File: config.mk
export PLATFORM = sky130hd
export DESIGN_NAME = neighbor_table_with_ttl
export DESIGN_NICKNAME = d
export VERILOG_FILES = /design/src/ntt_pkg.sv /design/src/neighbor_table_with_ttl.sv /design/src/ntt_front.sv /design/src/ntt_back.sv
export VERILOG_INCLUDE_DIRS = /design/src /design/src/src
export SDC_FILE = /design/constraint.sdc
export NUM_CORES = 2
export LEC_CHECK = 0
export CAP_MARGIN = 25
export CORE_MARGIN = 4
export CORE_UTILIZATION = 27
export DETAILED_ROUTE_END_ITERATION = 8
export DONT_BUFFER_PORTS = 1
export GPL_TIMING_DRIVEN = 0
export PLACE_DENSITY = 0.46
export SLEW_MARGIN = 40
export SYNTH_ARGS = -nofsm -noshare
export SYNTH_HDL_FRONTEND = slang
export SYNTH_SLANG_ARGS = --single-unit
File: constraint.sdc
create_clock -name clk -period 11.03 [get_ports clk]
set_clock_uncertainty 0.2 [all_clocks]
set_input_delay 2.206 -clock clk [delete_from_list [all_inputs] [get_ports clk]]
set_output_delay 2.206 -clock clk [all_outputs]
set_load 0.01 [all_outputs]
File: src/assert_macros.svh
// Assertion macros shared by the neighbor table RTL.
// Included by files that carry concurrent checks.
`ifndef ASSERT_MACROS_SVH
`define ASSERT_MACROS_SVH
`define ASSERT_CLK(label, clk, rst_n, prop, msg) \
  label: assert property (@(posedge clk) disable iff (!rst_n) prop) else $error(msg);
`define ASSERT_CLK_NR(label, clk, prop, msg) \
  label: assert property (@(posedge clk) prop) else $error(msg);
`endif

File: src/ntt_pkg.sv
// Package for the neighbor table: sizes, status codes and item types.
// No dependencies.
`timescale 1ns / 1ps
package ntt_pkg;
  localparam int ENTRIES = 32;
  localparam int IDX_W = $clog2(ENTRIES);
  localparam int CNT_W = $clog2(ENTRIES + 1);

  localparam logic [2:0] ST_UPDATED = 3'd0;
  localparam logic [2:0] ST_REUSED = 3'd1;
  localparam logic [2:0] ST_APPENDED = 3'd2;
  localparam logic [2:0] ST_FULL = 3'd3;
  localparam logic [2:0] ST_TICK = 3'd4;

  localparam logic [0:0] REG_TTL_RELOAD = 1'b0;

  typedef struct packed {
    logic        tick;
    logic [63:0] vehicle_id;
    logic [7:0]  safe_flag;
    logic [15:0] stored_distance;
    logic [15:0] altitude;
    logic [11:0] speed_kmh;
    logic [15:0] heading;
  } cmd_t;

  typedef struct packed {
    logic [2:0]  status;
    logic [4:0]  slot;
    logic [5:0]  used_count;
    logic [15:0] stored_distance;
    logic [11:0] speed_kmh;
  } res_t;
endpackage

File: src/neighbor_table_with_ttl.sv
// Top level of the neighbor table with TTL aging.
// Depends on ntt_pkg, ntt_front and ntt_back.
`timescale 1ns / 1ps
// Input words carry vehicle reports (tuser = 0) or aging ticks (tuser = 1).
// Each input word gives exactly one output word with status, slot, used count,
// stored distance and speed in km/h. Reports search the table one entry at a
// time, passing through a scan and a compare state for each entry, and a tick
// steps through the used entries once; the sequential scan through the ID
// memory sets the time from input to result.
// The front end converts distance and speed and queues two words, so input
// is accepted while the back end works or while a result waits.
// A stalled receiver holds the result register and the back end stops; the
// queue then fills and in_tready drops.
// Reset clears all TTLs, the used count and sets ttl_reload to 10; no clearing
// pass is needed. ttl_reload is written over the APB port at address 0; the user
// must write it only while the block is idle, which the block does not enforce.
module neighbor_table_with_ttl (
  input  logic         clk,
  input  logic         rst_n,
  input  logic         in_tvalid,
  output logic         in_tready,
  // vehicle_id, safe_flag, raw_distance, vehicle_length, altitude, speed_cms,
  // heading, from the lowest bit up
  input  logic [143:0] in_tdata,
  // mode
  input  logic         in_tuser,
  output logic         out_tvalid,
  input  logic         out_tready,
  // slot, used_count, stored_distance, speed_kmh, zero fill
  output logic [39:0]  out_tdata,
  // status
  output logic [2:0]   out_tuser,
  input  logic         cfg_psel,
  input  logic         cfg_penable,
  input  logic         cfg_pwrite,
  input  logic [2:0]   cfg_paddr,
  input  logic [31:0]  cfg_pwdata,
  output logic [31:0]  cfg_prdata,
  output logic         cfg_pready
);
  import ntt_pkg::*;

  logic [7:0] ttl_reload_r;
  logic cmd_valid, cmd_ready;
  cmd_t cmd;
  res_t res;

  assign cfg_pready = 1'b1;
  assign cfg_prdata = (cfg_paddr[2] == REG_TTL_RELOAD) ? {24'd0, ttl_reload_r} : 32'd0;

  always_ff @(posedge clk) begin
    if (!rst_n) begin
      ttl_reload_r <= 8'd10;
    end else if (cfg_psel && cfg_penable && cfg_pwrite && cfg_paddr[2] == REG_TTL_RELOAD
                 && cfg_paddr[1:0] == 2'd0) begin
      ttl_reload_r <= cfg_pwdata[7:0];
    end
  end

  ntt_front u_front (
    .clk(clk), .rst_n(rst_n), .in_valid(in_tvalid), .in_ready(in_tready),
    .mode(in_tuser), .vehicle_id(in_tdata[63:0]), .safe_flag(in_tdata[71:64]),
    .raw_distance(in_tdata[87:72]), .vehicle_length(in_tdata[95:88]),
    .altitude(in_tdata[111:96]), .speed_cms(in_tdata[127:112]),
    .heading(in_tdata[143:128]), .cmd_valid(cmd_valid), .cmd_ready(cmd_ready),
    .cmd(cmd)
  );

  ntt_back u_back (
    .clk(clk), .rst_n(rst_n), .cmd_valid(cmd_valid), .cmd_ready(cmd_ready),
    .cmd(cmd), .ttl_reload(ttl_reload_r), .res_valid(out_tvalid),
    .res_ready(out_tready), .res(res)
  );

  assign out_tuser = res.status;
  assign out_tdata = {1'b0, res.speed_kmh, res.stored_distance, res.used_count, res.slot};
endmodule

File: src/ntt_front.sv
// Front end: takes input words, computes distance and speed, queues commands.
// Depends on ntt_pkg.
`timescale 1ns / 1ps
module ntt_front (
  input  logic                clk,
  input  logic                rst_n,
  input  logic                in_valid,
  output logic                in_ready,
  input  logic                mode,
  input  logic [63:0]         vehicle_id,
  input  logic [7:0]          safe_flag,
  input  logic [15:0]         raw_distance,
  input  logic [7:0]          vehicle_length,
  input  logic [15:0]         altitude,
  input  logic [15:0]         speed_cms,
  input  logic [15:0]         heading,
  output logic                cmd_valid,
  input  logic                cmd_ready,
  output ntt_pkg::cmd_t       cmd
);
  import ntt_pkg::*;
  `include "assert_macros.svh"

  cmd_t q_r [2];
  logic [1:0] cnt_r;
  logic wp_r, rp_r;
  cmd_t c;
  logic [6:0] half;
  logic [43:0] prod;
  logic push, pop;

  // Speed in km/h is speed_cms * 36 / 1000, taken as a multiply by the scaled
  // reciprocal 36 * 2^32 / 1000 rounded up, then a shift by 32.
  always_comb begin
    half = vehicle_length[7:1];
    prod = {28'd0, speed_cms} * 44'd154618823;
    c.tick = mode;
    c.vehicle_id = vehicle_id;
    c.safe_flag = safe_flag;
    c.stored_distance = (raw_distance > {9'd0, half}) ?
                        raw_distance - {9'd0, half} : raw_distance;
    c.altitude = altitude;
    c.speed_kmh = prod[43:32];
    c.heading = heading;
  end

  assign in_ready = (cnt_r != 2'd2);
  assign push = in_valid && in_ready;
  assign cmd_valid = (cnt_r != 2'd0);
  assign pop = cmd_valid && cmd_ready;
  assign cmd = q_r[rp_r];

  always_ff @(posedge clk) begin
    if (push) begin
      q_r[wp_r] <= c;
    end
  end

  always_ff @(posedge clk) begin
    if (!rst_n) begin
      cnt_r <= 2'd0;
      wp_r <= 1'b0;
      rp_r <= 1'b0;
    end else begin
      if (push) wp_r <= ~wp_r;
      if (pop) rp_r <= ~rp_r;
      cnt_r <= cnt_r + {1'b0, push} - {1'b0, pop};
    end
  end

  `ASSERT_CLK(a_q_bound, clk, rst_n, cnt_r <= 2'd2, "queue count out of range")
  `ASSERT_CLK(a_q_ptr, clk, rst_n, (cnt_r == 2'd1) |-> (wp_r != rp_r), "queue pointers")
endmodule

File: src/ntt_back.sv
// Back end: sequential table search, update and aging, result register.
// Depends on ntt_pkg.
`timescale 1ns / 1ps
module ntt_back (
  input  logic          clk,
  input  logic          rst_n,
  input  logic          cmd_valid,
  output logic          cmd_ready,
  input  ntt_pkg::cmd_t cmd,
  input  logic [7:0]    ttl_reload,
  output logic          res_valid,
  input  logic          res_ready,
  output ntt_pkg::res_t res
);
  import ntt_pkg::*;
  `include "assert_macros.svh"

  localparam logic [2:0] S_IDLE = 3'd0;
  localparam logic [2:0] S_SCAN = 3'd1;
  localparam logic [2:0] S_CMP = 3'd2;
  localparam logic [2:0] S_WRITE = 3'd3;
  localparam logic [2:0] S_TICK = 3'd4;
  localparam logic [2:0] S_OUT = 3'd5;

  logic [63:0] id_mem [ENTRIES];
  logic [7:0]  safe_mem [ENTRIES];
  logic [15:0] dist_mem [ENTRIES];
  logic [15:0] alt_mem [ENTRIES];
  logic [11:0] spd_mem [ENTRIES];
  logic [15:0] hdg_mem [ENTRIES];
  logic [7:0]  ttl_r [ENTRIES];

  logic [2:0] st_r;
  cmd_t cmd_r;
  logic [CNT_W-1:0] used_r, idx_r;
  logic [63:0] rd_id_r;
  logic [IDX_W-1:0] slot_r, dead_r;
  logic dead_found_r, hit_r;
  res_t work_r;
  res_t res_r;
  logic res_valid_r;
  logic [IDX_W-1:0] idx;

  assign idx = idx_r[IDX_W-1:0];
  assign cmd_ready = (st_r == S_IDLE);
  assign res_valid = res_valid_r;
  assign res = res_r;

  always_ff @(posedge clk) begin
    rd_id_r <= id_mem[idx];
    if (st_r == S_WRITE && hit_r) begin
      id_mem[slot_r] <= cmd_r.vehicle_id;
      safe_mem[slot_r] <= cmd_r.safe_flag;
      dist_mem[slot_r] <= cmd_r.stored_distance;
      alt_mem[slot_r] <= cmd_r.altitude;
      spd_mem[slot_r] <= cmd_r.speed_kmh;
      hdg_mem[slot_r] <= cmd_r.heading;
    end
    if (st_r == S_IDLE && cmd_valid) cmd_r <= cmd;
  end

  always_ff @(posedge clk) begin
    if (!rst_n) begin
      st_r <= S_IDLE;
      used_r <= '0;
      idx_r <= '0;
      res_valid_r <= 1'b0;
      hit_r <= 1'b0;
      dead_found_r <= 1'b0;
      slot_r <= '0;
      dead_r <= '0;
      work_r <= '0;
      res_r <= '0;
      for (int i = 0; i < ENTRIES; i++) ttl_r[i] <= 8'd0;
    end else begin
      if (st_r == S_OUT && (!res_valid_r || res_ready)) begin
        res_valid_r <= 1'b1;
      end else if (res_valid_r && res_ready) begin
        res_valid_r <= 1'b0;
      end
      case (st_r)
        S_IDLE: begin
          if (cmd_valid) begin
            idx_r <= '0;
            hit_r <= 1'b0;
            dead_found_r <= 1'b0;
            st_r <= cmd.tick ? S_TICK : S_SCAN;
          end
        end
        S_TICK: begin
          if (idx_r < used_r) begin
            if (ttl_r[idx] != 8'd0) ttl_r[idx] <= ttl_r[idx] - 8'd1;
            idx_r <= idx_r + 1'b1;
          end else begin
            work_r <= '{ST_TICK, 5'd0, 6'(used_r), 16'd0, 12'd0};
            st_r <= S_OUT;
          end
        end
        S_SCAN: begin
          if (idx_r < used_r) begin
            st_r <= S_CMP;
          end else if (dead_found_r) begin
            slot_r <= dead_r;
            hit_r <= 1'b1;
            work_r.status <= ST_REUSED;
            st_r <= S_WRITE;
          end else if (used_r < CNT_W'(ENTRIES)) begin
            slot_r <= used_r[IDX_W-1:0];
            used_r <= used_r + 1'b1;
            hit_r <= 1'b1;
            work_r.status <= ST_APPENDED;
            st_r <= S_WRITE;
          end else begin
            work_r <= '{ST_FULL, 5'd0, 6'(used_r), 16'd0, 12'd0};
            st_r <= S_OUT;
          end
        end
        S_CMP: begin
          if (rd_id_r == cmd_r.vehicle_id) begin
            slot_r <= idx;
            hit_r <= 1'b1;
            work_r.status <= ST_UPDATED;
            st_r <= S_WRITE;
          end else begin
            if (!dead_found_r && ttl_r[idx] == 8'd0) begin
              dead_found_r <= 1'b1;
              dead_r <= idx;
            end
            idx_r <= idx_r + 1'b1;
            st_r <= S_SCAN;
          end
        end
        S_WRITE: begin
          ttl_r[slot_r] <= ttl_reload;
          work_r.slot <= 5'(slot_r);
          work_r.used_count <= 6'(used_r);
          work_r.stored_distance <= cmd_r.stored_distance;
          work_r.speed_kmh <= cmd_r.speed_kmh;
          st_r <= S_OUT;
        end
        S_OUT: begin
          if (!res_valid_r || res_ready) begin
            res_r <= work_r;
            st_r <= S_IDLE;
          end
        end
        default: st_r <= S_IDLE;
      endcase
    end
  end

  `ASSERT_CLK(a_used_max, clk, rst_n, used_r <= CNT_W'(ENTRIES), "used count overflow")
  `ASSERT_CLK(a_used_mono, clk, rst_n, used_r >= $past(used_r), "used count shrank")
  `ASSERT_CLK(a_write_hit, clk, rst_n, (st_r == S_WRITE) |-> hit_r, "write without slot")
endmodule

==> Word-level counts from Yosys, hierarchy flattened <==
Memories as Yosys holds them, arrays and structs flattened. A register that Yosys moved wholly into a read port is not among the register bits.
Index checks and enable logic that the tools add are counted.
{ "op_classes": {"addsub": 6, "n_mul": 1, "n_div": 0, "magnitude_cmp": 3, "eq_ne": 18, "n_shift": 0, "n_mux": 63, "n_bitwise": 6, "reduce_logical": 37} }
{ "ops": {"columns": ["op", "n"], "rows": [
  ["39-bit one-hot mux with 3 select lines", 1],
  ["42-bit 2-to-1 mux", 2],
  ["39-bit 2-to-1 mux", 2],
  ["64-bit equality test", 1],
  ["16-bit by 28-bit multiplier with 44-bit output, second input constant", 1],
  ["5-bit 2-to-1 mux", 8],
  ["1-bit 2-to-1 mux", 27],
  ["3-bit 2-to-1 mux", 8],
  ["8-bit 2-to-1 mux", 3],
  ["4-bit AND reduction", 5],
  ["6-bit 2-to-1 mux", 3],
  ["3-bit one-hot mux with 6 select lines", 1],
  ["6-bit one-hot mux with 3 select lines", 1],
  ["16-bit by 7-bit > comparator with 1-bit output", 1],
  ["16-bit 2-to-1 mux", 1],
  ["8-bit OR reduction", 2],
  ["16-bit by 7-bit subtractor with 16-bit output", 1],
  ["2-bit inequality test, second input constant", 7],
  ["6-bit by 1-bit adder with 6-bit output, second input constant", 2],
  ["3-bit nonzero test", 4],
  ["1-bit logical AND", 10],
  ["5-bit one-hot mux with 2 select lines", 1],
  ["5-bit AND reduction", 2],
  ["3-bit one-hot mux with 3 select lines", 1],
  ["23 further kinds", 39]
]} }
{ "word_totals": {"ff_bits": 216, "latch_bits": 0, "mem_bits_rw": 2570, "mem_bits_ro": 0, "inputBits": 187, "output_inout_bits": 78, "wordCells": 162, "memories": 3} }
{ "memory_table": {"columns": ["name", "words", "width", "rd", "rd_clocked_by_memory_dff", "wr", "line", "rtl"], "rows": [
  ["u_back.id_mem", 32, 64, 1, 1, 1, "ntt_back.sv:25", "logic [63:0] id_mem [ENTRIES];"],
  ["u_front.q_r", 2, 133, 1, 1, 1, "ntt_front.sv:24", "cmd_t q_r [2];"],
  ["u_back.ttl_r", 32, 8, 1, 1, 32, "ntt_back.sv:31", "logic [7:0] ttl_r [ENTRIES];"]
]} }

==> Logic depth before layout (Yosys ltp) <==
{ "logic_depth": {"ltp_word": 9, "ltp_mapped": 22, "ltp_nobuf": 22} }

==> By module <==
From an unflattened synthesis, not the netlist that was laid out.
{ "unflattened": {"cells_unflattened": 5978, "hier_area_um2": 117700.4} }
{ "by_module_without_submodules": {"columns": ["module", "n_inst", "cells_per_inst", "area_per_inst_um2", "seq_area_each_um2"], "rows": [
  ["ntt_back", 1, 4605, 99332.8, 75572.5],
  ["ntt_front", 1, 1302, 17740.8, 8087.8],
  ["neighbor_table_with_ttl", 1, 71, 626.9, 160.2]
]} }

==> Least setup slack after synthesis <==
No wires, ideal clock.
{ "synth_path": {"path_type": "register -> register", "startpoint": "reg u_back.st_r[1]", "endpoint": "reg u_front.cnt_r[1]", "setup_ns": 0.128, "t_arrival_ns": 11.291, "required_time_ns": 10.702, "setup_slack_ns": -0.589, "stages_incl_launch_ff": 9, "n_path_buf": 1, "period_less_slack_ns": 11.619, "cell_sequence": "dfxtp_1 -> clkbuf_1 -> nor4_1 -> ha_1 -> inv_1 -> ha_1 -> xor2_1 -> xnor2_1 -> nor2_1"} }
{ "synth_via": {"elab_chain_cells": 3} }
{ "synth_lines": {"columns": ["element", "line", "rtl"], "rows": [
  ["from (decl)", "ntt_back.sv:33", "logic [2:0] st_r;"],
  ["from (signal assigned)", "ntt_back.sv:87", "st_r <= cmd.tick ? S_TICK : S_SCAN;"],
  ["3-bit zero test", "ntt_back.sv:45", "assign cmd_ready = (st_r == S_IDLE);"],
  ["1-bit logical AND", "ntt_front.sv:50", "assign pop = cmd_valid && cmd_ready;"],
  ["net u_front.pop", "ntt_front.sv:30", "logic push, pop;"],
  ["2-bit by 1-bit subtractor with 2-bit output", "ntt_front.sv:67", "cnt_r <= cnt_r + {1'b0, push} - {1'b0, pop};"],
  ["to (signal assigned)", "ntt_front.sv:67", null],
  ["to (decl)", "ntt_front.sv:25", "logic [1:0] cnt_r;"]
]} }
The timed path passes the listed nets, and every way through them passes these cells.
A chain may end at the register's enable or synchronous reset.

==> metrics <==
core area 0.4202 mm^2; count of cell types in the netlist 72; TritonCTS clock tree built; synth-to-layout area growth 20.27%; area occupied by registers 0.08142 mm^2; CP required 11.56 ns; sequential fraction of the synthesis area 71.51%; TritonCTS buffer count 302; leakage 44.52 nW; flop2flop setup slack 6.22 ns; Resized Gates After CTS 0; Via Count 57,206; Row Count 238; Yosys reg bits 2,776; area of the multi-input gates 0.03045 mm^2; Die X 657.4 um; Hold Path Class reg2reg; H-tree depth 5; largest net degree at the start of global routing 34; Slew Limit Fails 0; filler cell count in the final layout 40,046; clock root cell clkbuf_16; origin of the worst setup path in_tdata[116]; GR Util All Layers 14.57%; Detail Placement HPWL 231,900 um; Post-synth top flop edfxtp_1; RSZ-0062 raised after global routing no; GPL Wtd Cong 0.8484; Final min period 7.887 ns; GRT overflow 0; min-delay src u_back.cmd_r[21]; Mapped Area 0.1139 mm^2; status complete, no violations; most frequent cell after synthesis edfxtp_1; power per standard cell area 225.9 mW/mm^2; first-pass GRT wire length 455,500 um; die footprint 0.4321 mm^2; Critical Path Source Type primary input; max-cap violations 0; VDD IR max 224.1 uV; vias per cell 4.641; Crit. End Element flip-flop; post-synthesis async set-or-reset flop share 0%; crit path max fanout 8; Slew @ Worst Pin 0.8952 ns; commonest cells in the synthesized netlist 2,582 x edfxtp_1, 701 x mux4_2, 322 x nor2_1, 278 x inv_1, 214 x nand2_1; port buffer count 0; Register-to-Register Path Depth 13; ratio of cells with drive above 1 in the final layout 28.78%; Yosys top cell by area edfxtp_1; Worst Path Arrival 8.42 ns; hold buffers post-CTS 0; vias in the first global route 60,228; die height 657.4 um; DRT iter0 DRCs 5,082; I/O pins 265; final setup fails 0; slew margin rel. 40.11%; cells after synthesis 5,801; Post-DRT Antenna Nets 0; Post-Syn Area per Cell 19.63 um^2; Final Hold Violating Endpoints 0; hold path cells 1; DRT Wirelength 320,300 um; top cell type's share of synthesized area 68.10%; Initial Util 27.10%; TritonRoute pass-1 iters 5; initial antenna violation count 17; Worst-Skew Late Latency 0.90 ns; Layout Nets 6,976; top cells by area, synth edfxtp_1 68%, mux4_2 14%, dfxtp_1 3.4%; DR WL/cell 25.98 um; Overall Power 30.94 mW; Layout Utilization 32.59%; drt drc 0; FF-to-FF End u_back.ttl_r[26][3]; Final period util 71.50%; EDFF count, synth 2,582; post-CTS setup buffers 0; Num Clock Sinks 2,776; CP Class in2reg; hold worst-path end u_back.work_r[5]; Yosys Warn Count 0; fmax 126.8 MHz; clk slew on worst S/H paths 0.06 ns; maximum clock path buffer count 4
cell type report:
class                           instances  share of cell area [%]
Sequential cell                      2776                   59.46
Buffer                                302                   1.116
Inverter                              278                  0.7621
Antenna cell                            8                 0.01462
Multi-Input combinational cell       2469                   22.24
Clock inverter                        156                   1.206
Timing Repair Buffer                  313                   3.981
Clock buffer                          385                   6.066
Tap cell                             5640                   5.154
kinds of logic after synthesis:
logic type | synth area share [%]
DFF | 71.51
and+or+nand+nor | 3.363
buffers and inverters | 2.095
adders and majority gates | 4.816
xor gates and xnor gates | 0.8231
other | 0.006596
AOI/OAI and AO/OA | 1.622
muxes | 15.76
registers in the layout (all words and copies together), names as in the netlist, named ones only:
signal               cells
u_back.id_mem         2048
u_back.ttl_r           256
u_front.q_r            186
u_back.cmd_r            92
u_back.rd_id_r          64
u_back.res              42
u_back.work_r           42
ttl_reload_r             8
u_back.idx_r             6
u_back.used_r            6
u_back.dead_r            5
u_back.slot_r            5
u_back.st_r              3
u_front.cnt_r            2
u_back.dead_found_r      1
u_back.hit_r             1
u_back.res_valid         1
u_front.rp_r             1
u_front.wp_r             1
placed cells by master, fill, tap and decap left out, types with 58 or more instances in the layout:
cell,instances
buf_8,129
nor2_1,289
buf_2,76
nand2_1,214
buf_16,90
ha_1,195
edfxtp_1,2582
dfxtp_1,194
inv_1,278
fa_1,152
xor2_1,85
buf_6,70
a21oi_1,96
buf_4,58
clkbuf_1,139
mux2_2,156
clkbuf_2,86
mux4_2,701
nor3_1,60
clkbuf_16,315
report_power, final:
part           switching [mW]  internal [mW]  total (mW)
registers               0.510           13.0        13.5
logic                    4.41           2.81        7.22
clock network            4.14           6.09        10.2
worst max-delay path by stage:
stage                               to  slack, ns  depth (start not counted)
CTS                 u_front.q_r[1][26]       3.15                         18
finish              u_front.q_r[0][26]       3.14                         18
floorplan           u_front.q_r[0][26]       3.35                         20
global placement      u_front.cnt_r[1]      -3.60                          8
detailed placement  u_front.q_r[1][26]       2.15                         18
global route        u_front.q_r[0][26]       2.85                         18
metrics by stage:
step / cells / worst slack (ns) / setup TNS (ns) / hold slack [ns] / instance area, um^2
floorplan: 5825 / 3.352 / 0 / 0.2315 / 113900
global placement: 11465 / -3.600 / -360.22 / 0.2452 / 121000
detailed placement: 11761 / 2.153 / 0 / 0.2496 / 126700
CTS: 12302 / 3.151 / 0 / 0.1716 / 136700
global route: 12320 / 2.850 / 0 / 0.1908 / 136900
finish: 12327 / 3.143 / 0 / 0.1901 / 136900
worst max-delay path, cell delays in order:
cell      delay (ns)
fa_1            0.74
fa_1            0.50
fa_1            0.51
inv_1           0.06
fa_1            0.44
fa_1            0.52
inv_1           0.06
fa_1            0.46
ha_1            0.34
a21oi_1         0.27
o211ai_1        0.17
a221oi_1        0.36
o22ai_1         0.25
o21ai_0         0.47
o21bai_1        0.19
a21o_1          0.26
or4_1           0.42
nand4_1         0.17
metal layers:
metal  track usage (%)  vias to the layer above  share of wire [%]
li1                  -                    24324                  -
met1             19.03                    30964                 42
met2             25.20                     1515                 51
met3             2.345                      395                5.1
met4             3.596                        8                2.5
met5                 0                        -              0.017
Note: power is estimated with default switching activity, not from simulation.
